$ cat src/hdl/swds_pkg.sv
// Shared types, constants and step tables of the spot weld dot sequencer.
`default_nettype none

package swds_pkg;

   // Field widths
   localparam int PosWidth   = 20;
   localparam int AlignWidth = 21;
   localparam int CoordWidth = 17;
   localparam int BitsWidth  = 5;
   localparam int WaitWidth  = 25;
   localparam int MilsWidth  = 26;
   localparam int MagWidth   = 25;
   localparam int DivWidth   = 32;
   localparam int MulWidth   = 32;
   localparam int RootWidth  = 26;
   localparam int RadWidth   = 2 * RootWidth;

   // Alignment offsets in Q8 mm, scale factors in mils per mm times 100
   localparam logic signed [AlignWidth-1:0] ALIGN_X = 21'sd3968;
   localparam logic signed [AlignWidth-1:0] ALIGN_Y = 21'sd1536;
   localparam logic [12:0] SCALE_X = 13'd4866;
   localparam logic [12:0] SCALE_Y = 13'd4926;

   // Divide by 100: multiply by ceil(2^37 / 100), keep bits from 37 up
   localparam int                  RecipShift = 37;
   localparam logic [MulWidth-1:0] RECIP_100  = 32'd1374389535;
   localparam logic [DivWidth-1:0] FLOOR_BIAS = 32'd99;

   localparam logic [4:0] ROOT_LAST_COUNT = 5'(RootWidth - 1);

   localparam logic [WaitWidth+1:0] SETTLE_BASE = 27'd400000;
   localparam logic [WaitWidth-1:0] WAIT_MAX    = 25'h1FFFFFF;

   // Register index of the configuration port
   localparam logic REG_SIMULATE = 1'b0;

   // Drive word bits
   localparam logic [BitsWidth-1:0] BIT_RELEASE = 5'd1;
   localparam logic [BitsWidth-1:0] BIT_DOWN    = 5'd2;
   localparam logic [BitsWidth-1:0] BIT_WELDER  = 5'd4;
   localparam logic [BitsWidth-1:0] BIT_EXTRA   = 5'd8;
   localparam logic [BitsWidth-1:0] BIT_GAS     = 5'd16;

   // Result steps of one dot
   typedef logic [2:0] step_type;
   localparam step_type STEP_MOVE  = 3'd0;
   localparam step_type STEP_DROP  = 3'd1;
   localparam step_type STEP_FORCE = 3'd2;
   localparam step_type STEP_WELD  = 3'd3;
   localparam step_type STEP_HOLD  = 3'd4;
   localparam step_type STEP_LIFT  = 3'd5;
   localparam step_type STEP_OFF   = 3'd6;

   typedef enum logic [2:0] {
      MUL_AX = 3'd0,
      MUL_AY = 3'd1,
      MUL_RX = 3'd2,
      MUL_RY = 3'd3,
      MUL_DX = 3'd4,
      MUL_DY = 3'd5
   } mul_sel_type;

   typedef struct packed {
      logic        load;
      logic        mul_en;
      mul_sel_type mul_sel;
      logic        fix;
      logic        diff;
      logic        root_init;
      logic        root_step;
      logic        settle;
      step_type    step;
   } cmd_type;

   typedef struct packed {
      logic                  is_move;
      logic [CoordWidth-1:0] move_x;
      logic [CoordWidth-1:0] move_y;
      logic [BitsWidth-1:0]  drive_bits;
      logic [WaitWidth-1:0]  wait_us;
      logic                  last;
   } result_type;

   function automatic logic [BitsWidth-1:0] step_bits(input step_type step,
                                                      input logic extra,
                                                      input logic sim);
      logic [BitsWidth-1:0] gas;
      logic [BitsWidth-1:0] weld;
      logic [BitsWidth-1:0] ep;
      logic [BitsWidth-1:0] bits;
      gas  = sim ? '0 : BIT_GAS;
      weld = sim ? '0 : BIT_WELDER;
      ep   = extra ? BIT_EXTRA : '0;
      unique case (step)
         STEP_DROP:  bits = BIT_RELEASE | gas;
         STEP_FORCE: bits = BIT_RELEASE | BIT_DOWN | gas | ep;
         STEP_WELD:  bits = BIT_RELEASE | BIT_DOWN | gas | weld | ep;
         STEP_HOLD:  bits = BIT_RELEASE | BIT_DOWN | gas;
         STEP_LIFT:  bits = gas;
         default:    bits = '0;
      endcase
      return bits;
   endfunction

   function automatic logic [WaitWidth-1:0] step_wait(input step_type step);
      logic [WaitWidth-1:0] w;
      unique case (step)
         STEP_DROP:  w = 25'd400000;
         STEP_FORCE: w = 25'd300000;
         STEP_WELD:  w = 25'd500000;
         STEP_HOLD:  w = 25'd300000;
         STEP_LIFT:  w = 25'd300000;
         STEP_OFF:   w = 25'd3000000;
         default:    w = '0;
      endcase
      return w;
   endfunction

endpackage

`default_nettype wire

$ cat src/hdl/swds_if.sv
// Valid/ready channel interfaces for weld dots and sequencer results.
`default_nettype none

interface swds_req_if;
   logic               valid;
   logic               ready;
   logic signed [19:0] target_x;
   logic signed [19:0] target_y;
   logic               power_boost;

   modport source(output valid, target_x, target_y, power_boost, input ready);
   modport sink(input valid, target_x, target_y, power_boost, output ready);
endinterface

interface swds_rsp_if;
   logic        valid;
   logic        ready;
   logic        is_move;
   logic [16:0] move_x;
   logic [16:0] move_y;
   logic [4:0]  drive_bits;
   logic [24:0] wait_us;
   logic        last;

   modport source(output valid, is_move, move_x, move_y, drive_bits, wait_us, last,
                  input ready);
   modport sink(input valid, is_move, move_x, move_y, drive_bits, wait_us, last,
                output ready);
endinterface

`default_nettype wire

$ cat src/hdl/spot_weld_dot_sequencer_top.sv
// Top level of the spot weld dot sequencer.
//
// req_chan takes one weld dot per transfer: target x and y in signed Q8 mm and
// the extra power flag. For each dot the block gives seven transfers on
// rsp_chan: first the move with x and y in table mils and a settle wait that
// grows with the distance from the previous dot, then six drive words (drop,
// force, weld, hold, lift, all off) each with its wait; last marks the off step.
// The move result is ready only after these steps in order: two scaling
// multiplies, two reciprocal multiplies for the divide by 100, sign fix,
// difference, two squaring passes, root load, 26 bit-pair square root steps and
// the wait add, all products on one shared 32 by 32 multiplier. The square root
// steps make up most of the arithmetic. Only one dot is in flight: req_chan.ready
// is high while the block is idle. A stalled receiver holds the current result
// on rsp_chan and the sequence waits. Reset clears the previous position to the
// origin and the simulate bit to 0. The simulate bit (APB register at 0) clears
// the gas and welder bits; write it only while the block is idle.
`default_nettype none

module spot_weld_dot_sequencer_top
   import swds_pkg::*;
(
   input  wire logic        clock,
   input  wire logic        reset,
   swds_req_if.sink         req_chan,
   swds_rsp_if.source       rsp_chan,
   input  wire logic        psel,
   input  wire logic        penable,
   input  wire logic        pwrite,
   input  wire logic [2:0]  paddr,
   input  wire logic [31:0] pwdata,
   output logic      [31:0] prdata,
   output logic             pready
);

   cmd_type    cmd;
   result_type result;
   logic       simulate;
   logic       req_ready;
   logic       rsp_valid;

   swds_csr u_csr (
      .clock    (clock),
      .reset    (reset),
      .psel     (psel),
      .penable  (penable),
      .pwrite   (pwrite),
      .paddr    (paddr),
      .pwdata   (pwdata),
      .prdata   (prdata),
      .pready   (pready),
      .simulate (simulate)
   );

   swds_ctrl u_ctrl (
      .clock     (clock),
      .reset     (reset),
      .req_valid (req_chan.valid),
      .req_ready (req_ready),
      .rsp_valid (rsp_valid),
      .rsp_ready (rsp_chan.ready),
      .cmd       (cmd)
   );

   swds_dp u_dp (
      .clock       (clock),
      .reset       (reset),
      .cmd         (cmd),
      .simulate    (simulate),
      .target_x    (req_chan.target_x),
      .target_y    (req_chan.target_y),
      .power_boost (req_chan.power_boost),
      .result      (result)
   );

   assign req_chan.ready      = req_ready;
   assign rsp_chan.valid      = rsp_valid;
   assign rsp_chan.is_move    = result.is_move;
   assign rsp_chan.move_x     = result.move_x;
   assign rsp_chan.move_y     = result.move_y;
   assign rsp_chan.drive_bits = result.drive_bits;
   assign rsp_chan.wait_us    = result.wait_us;
   assign rsp_chan.last       = result.last;

endmodule

`default_nettype wire

$ cat src/hdl/swds_csr.sv
// Configuration register file: the simulate bit behind an APB-style port.
`default_nettype none

module swds_csr
   import swds_pkg::*;
(
   input  wire logic        clock,
   input  wire logic        reset,
   input  wire logic        psel,
   input  wire logic        penable,
   input  wire logic        pwrite,
   input  wire logic [2:0]  paddr,
   input  wire logic [31:0] pwdata,
   output logic      [31:0] prdata,
   output logic             pready,
   output logic             simulate
);

   logic simulate_ff;
   logic simulate_in;
   logic wr_en;

   assign pready = 1'b1;
   assign wr_en  = psel && penable && pwrite && (paddr[2] == REG_SIMULATE);

   assign simulate_in = wr_en ? pwdata[0] : simulate_ff;

   always_ff @(posedge clock) begin
      if (reset) begin
         simulate_ff <= 1'b0;
      end else begin
         simulate_ff <= simulate_in;
      end
   end

   assign prdata   = (paddr[2] == REG_SIMULATE) ? {31'd0, simulate_ff} : 32'd0;
   assign simulate = simulate_ff;

endmodule

`default_nettype wire

$ cat src/hdl/swds_dp.sv
// Datapath: alignment, mil scaling and reciprocal divide-by-100 on a shared multiplier,
// distance by integer square root, settle wait and result assembly.
`default_nettype none

module swds_dp
   import swds_pkg::*;
(
   input  wire logic                        clock,
   input  wire logic                        reset,
   input  wire cmd_type                     cmd,
   input  wire logic                        simulate,
   input  wire logic signed [PosWidth-1:0]  target_x,
   input  wire logic signed [PosWidth-1:0]  target_y,
   input  wire logic                        power_boost,
   output result_type                       result
);

   logic signed [AlignWidth-1:0] ax_ff, ay_ff;
   logic                         ep_ff;
   logic [DivWidth-1:0]          px_ff, py_ff;
   logic [MilsWidth-2:0]         qx_ff, qy_ff;
   logic                         negx_ff, negy_ff;
   logic signed [MilsWidth-1:0]  xq_ff, yq_ff;
   logic signed [MilsWidth-1:0]  lastx_ff, lasty_ff;
   logic [MagWidth-1:0]          dxa_ff, dya_ff;
   logic [2*MagWidth-1:0]        sqx_ff, sqy_ff;
   logic [RadWidth-1:0]          rad_ff;
   logic [RootWidth-1:0]         root_ff;
   logic [RootWidth:0]           rem_ff;
   logic [WaitWidth-1:0]         wait_ff;

   // Shared multiplier
   logic [AlignWidth-1:0] ax_neg, ay_neg;
   logic [AlignWidth-2:0] ax_mag, ay_mag;
   logic [MulWidth-1:0]   mul_a, mul_b;
   logic [2*MulWidth-1:0] product;

   assign ax_neg = -ax_ff;
   assign ay_neg = -ay_ff;
   assign ax_mag = ax_ff[AlignWidth-1] ? ax_neg[AlignWidth-2:0] : ax_ff[AlignWidth-2:0];
   assign ay_mag = ay_ff[AlignWidth-1] ? ay_neg[AlignWidth-2:0] : ay_ff[AlignWidth-2:0];

   always_comb begin
      unique case (cmd.mul_sel)
         MUL_AX: begin
            mul_a = MulWidth'(ax_mag);
            mul_b = MulWidth'(SCALE_X);
         end
         MUL_AY: begin
            mul_a = MulWidth'(ay_mag);
            mul_b = MulWidth'(SCALE_Y);
         end
         MUL_RX: begin
            mul_a = px_ff;
            mul_b = RECIP_100;
         end
         MUL_RY: begin
            mul_a = py_ff;
            mul_b = RECIP_100;
         end
         MUL_DX: begin
            mul_a = MulWidth'(dxa_ff);
            mul_b = MulWidth'(dxa_ff);
         end
         MUL_DY: begin
            mul_a = MulWidth'(dya_ff);
            mul_b = MulWidth'(dya_ff);
         end
         default: begin
            mul_a = '0;
            mul_b = '0;
         end
      endcase
   end

   assign product = mul_a * mul_b;

   // Bias negative magnitudes by 99 so the truncating divide rounds toward minus infinity
   logic [DivWidth-1:0] px_in, py_in;

   assign px_in = product[DivWidth-1:0] + (ax_ff[AlignWidth-1] ? FLOOR_BIAS : '0);
   assign py_in = product[DivWidth-1:0] + (ay_ff[AlignWidth-1] ? FLOOR_BIAS : '0);

   // Sign fix of the quotient magnitudes
   logic signed [MilsWidth-1:0] xq_in, yq_in;

   assign xq_in = negx_ff ? -$signed({1'b0, qx_ff}) : $signed({1'b0, qx_ff});
   assign yq_in = negy_ff ? -$signed({1'b0, qy_ff}) : $signed({1'b0, qy_ff});

   // Distance components
   logic signed [MilsWidth:0] dx, dy;
   logic [MilsWidth:0]        dx_mag, dy_mag;

   assign dx     = {xq_ff[MilsWidth-1], xq_ff} - {lastx_ff[MilsWidth-1], lastx_ff};
   assign dy     = {yq_ff[MilsWidth-1], yq_ff} - {lasty_ff[MilsWidth-1], lasty_ff};
   assign dx_mag = dx[MilsWidth] ? (MilsWidth+1)'(-dx) : dx;
   assign dy_mag = dy[MilsWidth] ? (MilsWidth+1)'(-dy) : dy;

   // One square root digit per step
   logic [RootWidth+2:0] root_cand, root_trial;
   logic                 root_bit;

   assign root_cand  = {rem_ff, rad_ff[RadWidth-1 -: 2]};
   assign root_trial = {1'b0, root_ff, 2'b01};
   assign root_bit   = root_cand >= root_trial;

   // Settle wait: base plus 130/256 of the distance, capped at WAIT_MAX
   logic [RootWidth+7:0]  scaled;
   logic [WaitWidth+1:0]  wait_sum;
   logic [WaitWidth-1:0]  wait_in;

   assign scaled   = ((RootWidth+8)'(root_ff) << 7) + ((RootWidth+8)'(root_ff) << 1);
   assign wait_sum = SETTLE_BASE + (WaitWidth+2)'(scaled[RootWidth+7:8]);
   assign wait_in  = (wait_sum > (WaitWidth+2)'(WAIT_MAX)) ? WAIT_MAX
                                                           : wait_sum[WaitWidth-1:0];

   always_ff @(posedge clock) begin
      if (cmd.load) begin
         ax_ff <= AlignWidth'(target_x) + ALIGN_X;
         ay_ff <= AlignWidth'(target_y) + ALIGN_Y;
         ep_ff <= power_boost;
      end
      if (cmd.mul_en) begin
         unique case (cmd.mul_sel)
            MUL_AX: begin
               px_ff   <= px_in;
               negx_ff <= ax_ff[AlignWidth-1];
            end
            MUL_AY: begin
               py_ff   <= py_in;
               negy_ff <= ay_ff[AlignWidth-1];
            end
            MUL_RX: qx_ff  <= product[RecipShift +: MilsWidth-1];
            MUL_RY: qy_ff  <= product[RecipShift +: MilsWidth-1];
            MUL_DX: sqx_ff <= product[2*MagWidth-1:0];
            MUL_DY: sqy_ff <= product[2*MagWidth-1:0];
            default: begin
            end
         endcase
      end
      if (cmd.fix) begin
         xq_ff <= xq_in;
         yq_ff <= yq_in;
      end
      if (cmd.diff) begin
         dxa_ff <= dx_mag[MagWidth-1:0];
         dya_ff <= dy_mag[MagWidth-1:0];
      end
      if (cmd.root_init) begin
         rad_ff  <= RadWidth'({1'b0, sqx_ff} + {1'b0, sqy_ff});
         root_ff <= '0;
         rem_ff  <= '0;
      end else if (cmd.root_step) begin
         rad_ff  <= rad_ff << 2;
         root_ff <= {root_ff[RootWidth-2:0], root_bit};
         rem_ff  <= root_bit ? (RootWidth+1)'(root_cand - root_trial)
                             : root_cand[RootWidth:0];
      end
      if (cmd.settle) begin
         wait_ff <= wait_in;
      end
   end

   // Previous position survives between dots and resets to the origin
   always_ff @(posedge clock) begin
      if (reset) begin
         lastx_ff <= '0;
         lasty_ff <= '0;
      end else if (cmd.diff) begin
         lastx_ff <= xq_ff;
         lasty_ff <= yq_ff;
      end
   end

   always_comb begin
      result = '0;
      if (cmd.step == STEP_MOVE) begin
         result.is_move = 1'b1;
         result.move_x  = xq_ff[MilsWidth-1] ? '0 : xq_ff[MilsWidth-2:8];
         result.move_y  = yq_ff[MilsWidth-1] ? '0 : yq_ff[MilsWidth-2:8];
         result.wait_us = wait_ff;
      end else begin
         result.drive_bits = step_bits(cmd.step, ep_ff, simulate);
         result.wait_us    = step_wait(cmd.step);
         result.last       = (cmd.step == STEP_OFF);
      end
   end

endmodule

`default_nettype wire

$ cat src/hdl/swds_ctrl.sv
// Controller: sequences the datapath through one dot and steps the seven results.
`default_nettype none

module swds_ctrl
   import swds_pkg::*;
(
   input  wire logic clock,
   input  wire logic reset,
   input  wire logic req_valid,
   output logic      req_ready,
   output logic      rsp_valid,
   input  wire logic rsp_ready,
   output cmd_type   cmd
);

   typedef enum logic [12:0] {
      ST_IDLE   = 13'b0_0000_0000_0001,
      ST_MULX   = 13'b0_0000_0000_0010,
      ST_MULY   = 13'b0_0000_0000_0100,
      ST_RECX   = 13'b0_0000_0000_1000,
      ST_RECY   = 13'b0_0000_0001_0000,
      ST_FIX    = 13'b0_0000_0010_0000,
      ST_DIFF   = 13'b0_0000_0100_0000,
      ST_SQX    = 13'b0_0000_1000_0000,
      ST_SQY    = 13'b0_0001_0000_0000,
      ST_RINIT  = 13'b0_0010_0000_0000,
      ST_ROOT   = 13'b0_0100_0000_0000,
      ST_SETTLE = 13'b0_1000_0000_0000,
      ST_EMIT   = 13'b1_0000_0000_0000
   } state_type;

   state_type state_ff, state_in;
   logic [4:0] cnt_ff, cnt_in;
   step_type   step_ff, step_in;

   always_comb begin
      state_in = state_ff;
      cnt_in   = cnt_ff;
      step_in  = step_ff;
      cmd      = '0;
      cmd.mul_sel = MUL_AX;
      cmd.step    = step_ff;
      req_ready   = 1'b0;
      rsp_valid   = 1'b0;
      unique case (state_ff)
         ST_IDLE: begin
            req_ready = 1'b1;
            cmd.load  = req_valid;
            if (req_valid) begin
               state_in = ST_MULX;
            end
         end
         ST_MULX: begin
            cmd.mul_en  = 1'b1;
            cmd.mul_sel = MUL_AX;
            state_in    = ST_MULY;
         end
         ST_MULY: begin
            cmd.mul_en  = 1'b1;
            cmd.mul_sel = MUL_AY;
            state_in    = ST_RECX;
         end
         ST_RECX: begin
            cmd.mul_en  = 1'b1;
            cmd.mul_sel = MUL_RX;
            state_in    = ST_RECY;
         end
         ST_RECY: begin
            cmd.mul_en  = 1'b1;
            cmd.mul_sel = MUL_RY;
            state_in    = ST_FIX;
         end
         ST_FIX: begin
            cmd.fix  = 1'b1;
            state_in = ST_DIFF;
         end
         ST_DIFF: begin
            cmd.diff = 1'b1;
            state_in = ST_SQX;
         end
         ST_SQX: begin
            cmd.mul_en  = 1'b1;
            cmd.mul_sel = MUL_DX;
            state_in    = ST_SQY;
         end
         ST_SQY: begin
            cmd.mul_en  = 1'b1;
            cmd.mul_sel = MUL_DY;
            state_in    = ST_RINIT;
         end
         ST_RINIT: begin
            cmd.root_init = 1'b1;
            cnt_in        = '0;
            state_in      = ST_ROOT;
         end
         ST_ROOT: begin
            cmd.root_step = 1'b1;
            cnt_in        = cnt_ff + 5'd1;
            if (cnt_ff == ROOT_LAST_COUNT) begin
               state_in = ST_SETTLE;
            end
         end
         ST_SETTLE: begin
            cmd.settle = 1'b1;
            step_in    = STEP_MOVE;
            state_in   = ST_EMIT;
         end
         ST_EMIT: begin
            rsp_valid = 1'b1;
            // advance one step per transfer, drop back to idle after the off step
            if (rsp_ready) begin
               if (step_ff == STEP_OFF) begin
                  step_in  = STEP_MOVE;
                  state_in = ST_IDLE;
               end else begin
                  step_in = step_ff + 3'd1;
               end
            end
         end
         default: begin
            state_in = ST_IDLE;
         end
      endcase
   end

   always_ff @(posedge clock) begin
      if (reset) begin
         state_ff <= ST_IDLE;
         cnt_ff   <= '0;
         step_ff  <= STEP_MOVE;
      end else begin
         state_ff <= state_in;
         cnt_ff   <= cnt_in;
         step_ff  <= step_in;
      end
   end

endmodule

`default_nettype wire

$ cat src/flat_wrapper.sv
// flat-port wrapper written by rule: the top's interface ports become plain ports
module spot_weld_dot_sequencer_top_flat import swds_pkg::*;
  (clock, reset, psel, penable, pwrite, paddr, pwdata, prdata, pready, req_chan_valid, req_chan_target_x, req_chan_target_y, req_chan_power_boost, req_chan_ready, rsp_chan_valid, rsp_chan_is_move, rsp_chan_move_x, rsp_chan_move_y, rsp_chan_drive_bits, rsp_chan_wait_us, rsp_chan_last, rsp_chan_ready);
  swds_req_if req_chan_i ();
  swds_rsp_if rsp_chan_i ();
  input  wire logic clock;
  input  wire logic reset;
  input  wire logic psel;
  input  wire logic penable;
  input  wire logic pwrite;
  input  wire logic [2:0] paddr;
  input  wire logic [31:0] pwdata;
  output logic      [31:0] prdata;
  output logic pready;
  input wire logic [$bits(req_chan_i.valid)-1:0] req_chan_valid;
  input wire logic [$bits(req_chan_i.target_x)-1:0] req_chan_target_x;
  input wire logic [$bits(req_chan_i.target_y)-1:0] req_chan_target_y;
  input wire logic [$bits(req_chan_i.power_boost)-1:0] req_chan_power_boost;
  output wire logic [$bits(req_chan_i.ready)-1:0] req_chan_ready;
  output wire logic [$bits(rsp_chan_i.valid)-1:0] rsp_chan_valid;
  output wire logic [$bits(rsp_chan_i.is_move)-1:0] rsp_chan_is_move;
  output wire logic [$bits(rsp_chan_i.move_x)-1:0] rsp_chan_move_x;
  output wire logic [$bits(rsp_chan_i.move_y)-1:0] rsp_chan_move_y;
  output wire logic [$bits(rsp_chan_i.drive_bits)-1:0] rsp_chan_drive_bits;
  output wire logic [$bits(rsp_chan_i.wait_us)-1:0] rsp_chan_wait_us;
  output wire logic [$bits(rsp_chan_i.last)-1:0] rsp_chan_last;
  input wire logic [$bits(rsp_chan_i.ready)-1:0] rsp_chan_ready;
  assign req_chan_i.valid = req_chan_valid;
  assign req_chan_i.target_x = req_chan_target_x;
  assign req_chan_i.target_y = req_chan_target_y;
  assign req_chan_i.power_boost = req_chan_power_boost;
  assign req_chan_ready = req_chan_i.ready;
  assign rsp_chan_valid = rsp_chan_i.valid;
  assign rsp_chan_is_move = rsp_chan_i.is_move;
  assign rsp_chan_move_x = rsp_chan_i.move_x;
  assign rsp_chan_move_y = rsp_chan_i.move_y;
  assign rsp_chan_drive_bits = rsp_chan_i.drive_bits;
  assign rsp_chan_wait_us = rsp_chan_i.wait_us;
  assign rsp_chan_last = rsp_chan_i.last;
  assign rsp_chan_i.ready = rsp_chan_ready;
  spot_weld_dot_sequencer_top u_core (.clock(clock), .reset(reset), .req_chan(req_chan_i), .rsp_chan(rsp_chan_i), .psel(psel), .penable(penable), .pwrite(pwrite), .paddr(paddr), .pwdata(pwdata), .prdata(prdata), .pready(pready));
endmodule
$ cat config.mk
export PLATFORM = sky130hd
export DESIGN_NAME = spot_weld_dot_sequencer_top_flat
export DESIGN_NICKNAME = d
export VERILOG_FILES = /design/src/hdl/swds_pkg.sv /design/src/hdl/swds_if.sv /design/src/hdl/spot_weld_dot_sequencer_top.sv /design/src/hdl/swds_csr.sv /design/src/hdl/swds_dp.sv /design/src/hdl/swds_ctrl.sv /design/src/flat_wrapper.sv
export SDC_FILE = /design/constraint.sdc
export NUM_CORES = 2
export LEC_CHECK = 0
export BUFFER_PORTS_ARGS = -buffer_cell sky130_fd_sc_hd__clkbuf_2
export CAP_MARGIN = 20
export CORE_AREA = 4 4 425 427
export CTS_CLUSTER_SIZE = 28
export DETAILED_ROUTE_END_ITERATION = 10
export DIE_AREA = 0 0 429 431
export GPL_TIMING_DRIVEN = 0
export PLACE_DENSITY = 0.57
export REMOVE_ABC_BUFFERS = 1
export SETUP_SLACK_MARGIN = 0.02
export SYNTH_ARGS = -nofsm -noshare
export SYNTH_HDL_FRONTEND = slang
export SYNTH_SLANG_ARGS = --single-unit
$ cat constraint.sdc
create_clock -name clock -period 10.4 [get_ports clock]
set_input_delay 2.08 -clock clock [delete_from_list [all_inputs] [get_ports clock]]
set_output_delay 2.08 -clock clock [all_outputs]
set_load 0.03 [all_outputs]
# Word-level counts from Yosys, hierarchy flattened
# Cells that the tools add are included.
# classes
n_bitwise	4
eq_ne	29
mul	1
addsub	18
n_lt_le_gt_ge	2
reduce_logical	18
muxes	43
# op_table
op	count
one-hot mux 32 bit (6 select lines)	1
one-hot mux 13 bit (13 select lines)	1
one-hot mux 31 bit (5 select lines)	1
two-way mux 25 bit	5
two-way mux 52 bit	2
one-hot mux 22 bit (4 select lines)	1
adder 32 x 7 -> 32 bit	2
multiplier 32 x 32 -> 62 bit	1
subtractor 26 x 26 -> 27 bit	2
two-way mux 13 bit	4
negator 25 -> 26 bit	2
adder 50 x 50 -> 51 bit	1
negator 25 bit	2
two-way mux 20 bit	2
negator 20 bit	2
two-way mux 35 bit	1
adder 33 x 27 -> 34 bit	1
two-way mux 17 bit	2
>= comparator 29 x 28 -> 1 bit	1
adder 19 x 26 -> 27 bit, first input constant	1
greater-than comparator 27 x 25 -> 1 bit, second input constant	1
two-way mux 27 bit	1
subtractor 27 bit	1
one-hot mux 5 bit (5 select lines)	1
other kinds (40)	76
# word_totals
ff_bits	565
wordCells	142
out_inout_bits	101
inputBits	83

# Depth between registers and ports, before layout
# logic_depth
depth_word	7
mapped_depth	43
ltp_nobuf	40

# Modules after synthesis
# A second synthesis with hierarchy kept.
# unflattened
hier_cells	6418
area_unflattened_um2	61824.3
# modules_own_cells
mod	instances	area_each_um2	seq_area_each_um2	cells_per_inst
swds_dp	1	60327.9	15254.6	6239
swds_ctrl	1	1187.4	420.4	139
swds_csr	1	309.0	20.0	40

# Least setup slack after synthesis
# No wires, ideal clock.
# synth_path
path_type	register to register
start	register u_core.u_ctrl.state_ff[12]
end	register u_core.u_dp.qx_ff[19] (data pin)
synth_period_minus_slack_ns	11.244
required_time_ns	10.131
n_path_buf	5
arrival_ns	10.974
slack_ns	-0.844
setup_ns	0.269
stages_incl_launch_ff	38
path_cell_list	dfxtp_1 > nor4_1 > and2_1 > nand3b_1 > nor3b_1 > clkbuf_1 > buf_2 > buf_1 > a221o_1 > clkbuf_1 > nand2_1 > fa_1 > inv_1 > fa_1 > inv_1 > fa_1 > inv_1 > fa_1 > (+2 left out) > fa_1 > fa_1 > fa_1 > inv_1 > ha_1 > clkbuf_1 > a21o_1 > a211oi_1 > nand2_1 > o21ai_0 > or4_1 > o211ai_1 > o211ai_1 > o31ai_1 > and4_1 > o31ai_1 > o21ba_2 > xnor2_1
# synth_via
elab_chain_cells	6
word_cells_on_any_way	17
classes_between	mul: 1; eq/ne: 11; mux: 3; reduce/logical: 2
# synth_rtl
element	line	text
from (decl)	swds_ctrl.sv:32	state_type state_ff, state_in;
from (signal assigned)	swds_ctrl.sv:132	state_ff <= state_in;
== test 13 x 9 -> 1 bit (tied with other cells)	swds_ctrl.sv:45	unique case (state_ff)
one-hot mux 4 bit (6 select lines) *	swds_ctrl.sv:45	
== test 3 x 2 -> 1 bit	swds_dp.sv:44	unique case (cmd.mul_sel)
OR reduction 2 bit (no line)	-	
one-hot mux 31 bit (5 select lines)	swds_dp.sv:44	
multiplier 32 x 32 -> 62 bit *	swds_dp.sv:76	assign product = mul_a * mul_b;
net u_core.u_dp.product[56]	swds_dp.sv:36	logic [2*MulWidth-1:0] product;
to (signal assigned)	swds_dp.sv:133	MUL_RX: qx_ff <= product[RecipShift +: MilsWidth-1];
to (decl)	swds_dp.sv:21	logic [MilsWidth-2:0] qx_ff, qy_ff;
# Mark *: on every way through the listed nets, which the timed path passes. The rest lies on a longest branch.
# A chain may end at the register's enable or synchronous reset.

# Worst setup path after layout
# layout_path
start	register u_core.u_ctrl.state_ff[4]
end	register u_core.u_dp.qy_ff[19] (data pin)
# layout_via
elab_chain_cells	6
word_cells_on_any_way	17
classes_between	mul: 1; eq/ne: 11; mux: 3; reduce/logical: 2
# layout_rtl
element	line	text
== test 13 x 9 -> 1 bit (tied with other cells)	swds_ctrl.sv:45	
one-hot mux 4 bit (6 select lines) *	swds_ctrl.sv:45	
== test 3 x 2 -> 1 bit	swds_dp.sv:44	
OR reduction 2 bit (no line)	-	
one-hot mux 31 bit (5 select lines)	swds_dp.sv:44	
multiplier 32 x 32 -> 62 bit *	swds_dp.sv:76	
net u_core.u_dp.product[56]	swds_dp.sv:36	
to (signal assigned)	swds_dp.sv:134	MUL_RY: qy_ff <= product[RecipShift +: MilsWidth-1];
to (decl)	swds_dp.sv:21	
# Marks and branches as above.

==> out/metrics.yaml <==
sta:
  setup_viol: 0
  final-hold-violation-count: 0
  period_needed_ns: 10.17
  skew_ns: 0.08412
  relSlewSlack_pct: 14.41
  final.setup.tns_ns: 0
  finalCritPeriodShare_pct: 97.79
  worstMarginPinSlew_ns: 1.284
  finalWorstSetupSlack_ns: 0.2303
  fin_hold_ws_ns: 0.4491
  drv_slew: 0
  max_freq_mhz: 98.33
logic_synthesis:
  ys.flop_type: "edfxtp_1"
  ys_top_cells_by_area: "fa_1 24%, edfxtp_1 21%, ha_1 10%, inv_1 6.4%, nand2_1 4.9%"
  synth-seq-cells: 565
  yosysTopAreaCellShare_pct: 24.16
  syn_area_sq_um: 61650
  synth-edff-count: 438
  syn_avg_cell_area_sq_um: 9.455
  yosysSeqAreaShare_pct: 25.46
  yosysTopAreaCell: "fa_1"
  synth_warnings: 0
  synth_cell_types: 116
  syn-instance-count: 6520
  async_flop_share_pct: 0
worst_setup_path:
  crit_family: "adder cells"
  critPathLaunchType: "flip-flop"
  cp_slowest_stage_delay_ns: 0.73
  crit_path_end_kind: "flip-flop"
  required_ns: 10.85
  cp_slowest_cell: "a22oi_1"
  critical_path.max_fanout: 10
  worstSetupPathType: "reg2reg"
  cpMostUsedCell: "fa_1"
  crit_buf_inv: 7
  worstPathArrival_ns: 10.62
floorplan:
  start_util_pct: 35.01
  die_x_um: 429
  fp.dieH_um: 431
  ios: 184
  rows: 154
  dieArea_sq_um: 184900
  core_sq_um: 176100
cells_and_area:
  final_util_pct: 40.14
  area_delta_synth_final_pct: 14.66
  nNetsFinal: 8092
  drive_gt1_share_pct: 11.38
  fillers: 17380
pwr:
  power_density_nw_per_um2: 235.5
  irDropWorstVdd_mv: 0.7377
  power_leakage_uw: 0.03160
detailed_routing:
  wl_mm: 186.5
  drtAntennaViolNets: 0
  vias_per_cell: 5.215
  drt_iter0_drc: 3711
  num_vias: 47730
  drtPass1Iterations: 6
  wl_per_cell_um: 20.37
  route.detailed.drc: 0
grt:
  grt_pass1_vias: 47800
  overflow: 0
  grt_max_degree: 70
  grt_util_all_layers_pct: 19.67
  grt_pass1_wl_mm: 284.2
  antenna_found_initial: 5
clock_tree:
  clk_pin_slew_ns: 0.06
  cts.htree.levels: 2
  cts_tree: "built"
  clk_latency_ns: 0.72
  numCtsBuffers: 60
  ctsHoldBuffers: 0
  clockRootBuffer: "clkbuf_16"
  clock_sinks: 565
  ctsLongestPathBuffers: 3
hold_path:
  hold_class: "reg2reg"
placement:
  gp_congestion: 0.9079
  io_buffer_count: 118
  pre_cts_slack_ns: -3.182
  hpwl_mm: 144.3
outcome:
  status: "finished, final reports clean"
job:
  maxCapViolations: 0
[kinds of logic (layout without fill, tap and decap cells)]
logic type                 after synthesis  in the layout  synth area share [%]
buffers and inverters                 1345           1532                 8.502
muxes                                   15             15                0.2496
adders and majority gates             1251           1251                 34.45
other                                    2            105               0.01218
AOI/OAI and AO/OA                     1150           1152                 12.42
xor gates and xnor gates               398            398                 5.667
DFF                                    565            565                 25.46
and+or+nand+nor                       1794           1795                 13.24
[path summary, 6_finish.rpt]
kind                                          start                              endpoint  slack [ns]  cells past startpoint
max          u_core.u_ctrl.state_ff[4]$_SDFFE_PP0P_       u_core.u_dp.qy_ff[19]$_DFFE_PP_        0.23                     34
min            u_core.u_dp.lasty_ff[6]$_SDFFE_PP0P_  u_core.u_dp.lasty_ff[6]$_SDFFE_PP0P_        0.45                      2
max reg2reg  u_core.u_ctrl.state_ff[4]$_SDFFE_PP0P_       u_core.u_dp.qy_ff[19]$_DFFE_PP_        0.23                     34
min reg2reg    u_core.u_dp.lasty_ff[6]$_SDFFE_PP0P_  u_core.u_dp.lasty_ff[6]$_SDFFE_PP0P_        0.45                      2
[layer usage]
| layer | wire [um] | track usage, % |
|---|---|---|
| met5 | 21 | 0 |
| met4 | 8409 | 7.778 |
| met3 | 12700 | 3.502 |
| met2 | 89660 | 33.19 |
| met1 | 75670 | 25.10 |
[cells in the final DEF, fill, tap and decap left out, types with 25 or more instances in the layout]
cell	n
nand4_1	33
nor3_1	47
or3_1	32
dfxtp_1	116
buf_12	25
o21ai_0	226
xor2_1	128
fa_1	734
ha_1	491
a22oi_1	95
a211oi_1	34
buf_6	39
a21oi_1	299
buf_4	138
o31ai_1	51
a31oi_1	31
conb_1	102
nand2_1	790
inv_1	1040
edfxtp_1	438
nor2_1	402
nand3_1	110
clkbuf_16	64
xnor2_1	252
and3_1	44
o21a_1	36
o21bai_1	28
nand2b_1	46
a21o_1	107
and2_1	65
clkbuf_2	117
nor2b_1	42
[worst reg2reg max path: cells and delay by family (launching register included)]
family	cells	cell delay [ns]
fa+ha+maj	9	4.33
simple gates	9	2.46
compound gates	8	2.03
buf+inv	7	0.54
flops	1	0.46
xor+xnor	1	0.15
[cell type report]
class | count | area [sq um] | area share (%)
Antenna cell | 3 | 7.507 | 0.01062
Clock buffer | 77 | 1635 | 2.313
Clock inverter | 37 | 469.2 | 0.6638
Inverter | 1057 | 4020 | 5.687
Multi-Input combinational cell | 4713 | 42420 | 60.01
Sequential cell | 565 | 15730 | 22.25
Tap cell | 2340 | 2928 | 4.142
Timing Repair Buffer | 359 | 3461 | 4.896
Timing Repair inverter | 2 | 17.52 | 0.02478
[per-stage QoR]
step / cells / total power [uW] / area [sq um]
3_3_place_gp: 8790 / 12230 / 64270
6_report: 9153 / 16650 / 70690
3_5_place_dp: 8881 / 12400 / 65870
2_1_floorplan: 6332 / 9769 / 60750
4_1_cts: 9061 / 15680 / 69330
5_1_grt: 9150 / 17600 / 70680
[power breakdown]
part / internal, uW / total (uW) / switching (uW)
Clock: 1300 / 2280 / 976
Combinational: 4120 / 10900 / 6770
Sequential: 3380 / 3480 / 102
[repair_timing]
action	CTS	global route
buffers inserted	61	81
endpoints found under the setup margin	170	103
pin swaps	34	52
gates cloned	6	3
gates resized for setup	180	124
[sequential cells by signal (all words and copies together) (netlist names), 25 cells and up]
name,count
u_core.u_dp.wait_ff,25
u_core.u_dp.px_ff,32
u_core.u_dp.lastx_ff,26
u_core.u_dp.yq_ff,26
u_core.u_dp.dxa_ff,25
u_core.u_dp.lasty_ff,26
u_core.u_dp.rem_ff,27
u_core.u_dp.sqy_ff,50
u_core.u_dp.root_ff,26
u_core.u_dp.py_ff,32
u_core.u_dp.qx_ff,25
u_core.u_dp.sqx_ff,50
u_core.u_dp.dya_ff,25
u_core.u_dp.qy_ff,25
u_core.u_dp.xq_ff,26
u_core.u_dp.rad_ff,52
[cells in the mapped netlist, types with 12 or more instances]
cell and number:
o41ai_1 12, a31oi_1 34, nor2b_1 44, a21oi_1 302
nand2_1 801, edfxtp_1 438, xnor2_1 264, nor3_1 53
inv_1 1052, a211oi_1 35, buf_4 32, nand3_1 113
nor4_1 24, ha_1 507, or3_1 38, o21bai_1 28
nand4_1 33, nor3b_1 17, a221oi_1 17, fa_1 744
buf_1 12, o21ai_0 236, nand2b_1 47, or4_1 15
mux2i_1 12, a21o_1 107, o211ai_1 12, or2_2 16
buf_2 13, and2_1 68, xor2_1 133, o21a_1 41
a22o_1 25, clkbuf_1 223, o31ai_1 55, a221o_1 22
a22oi_1 106, and3_1 47, nor2_1 417, dfxtp_1 127
Note: power is estimated with default switching activity, not from simulation.
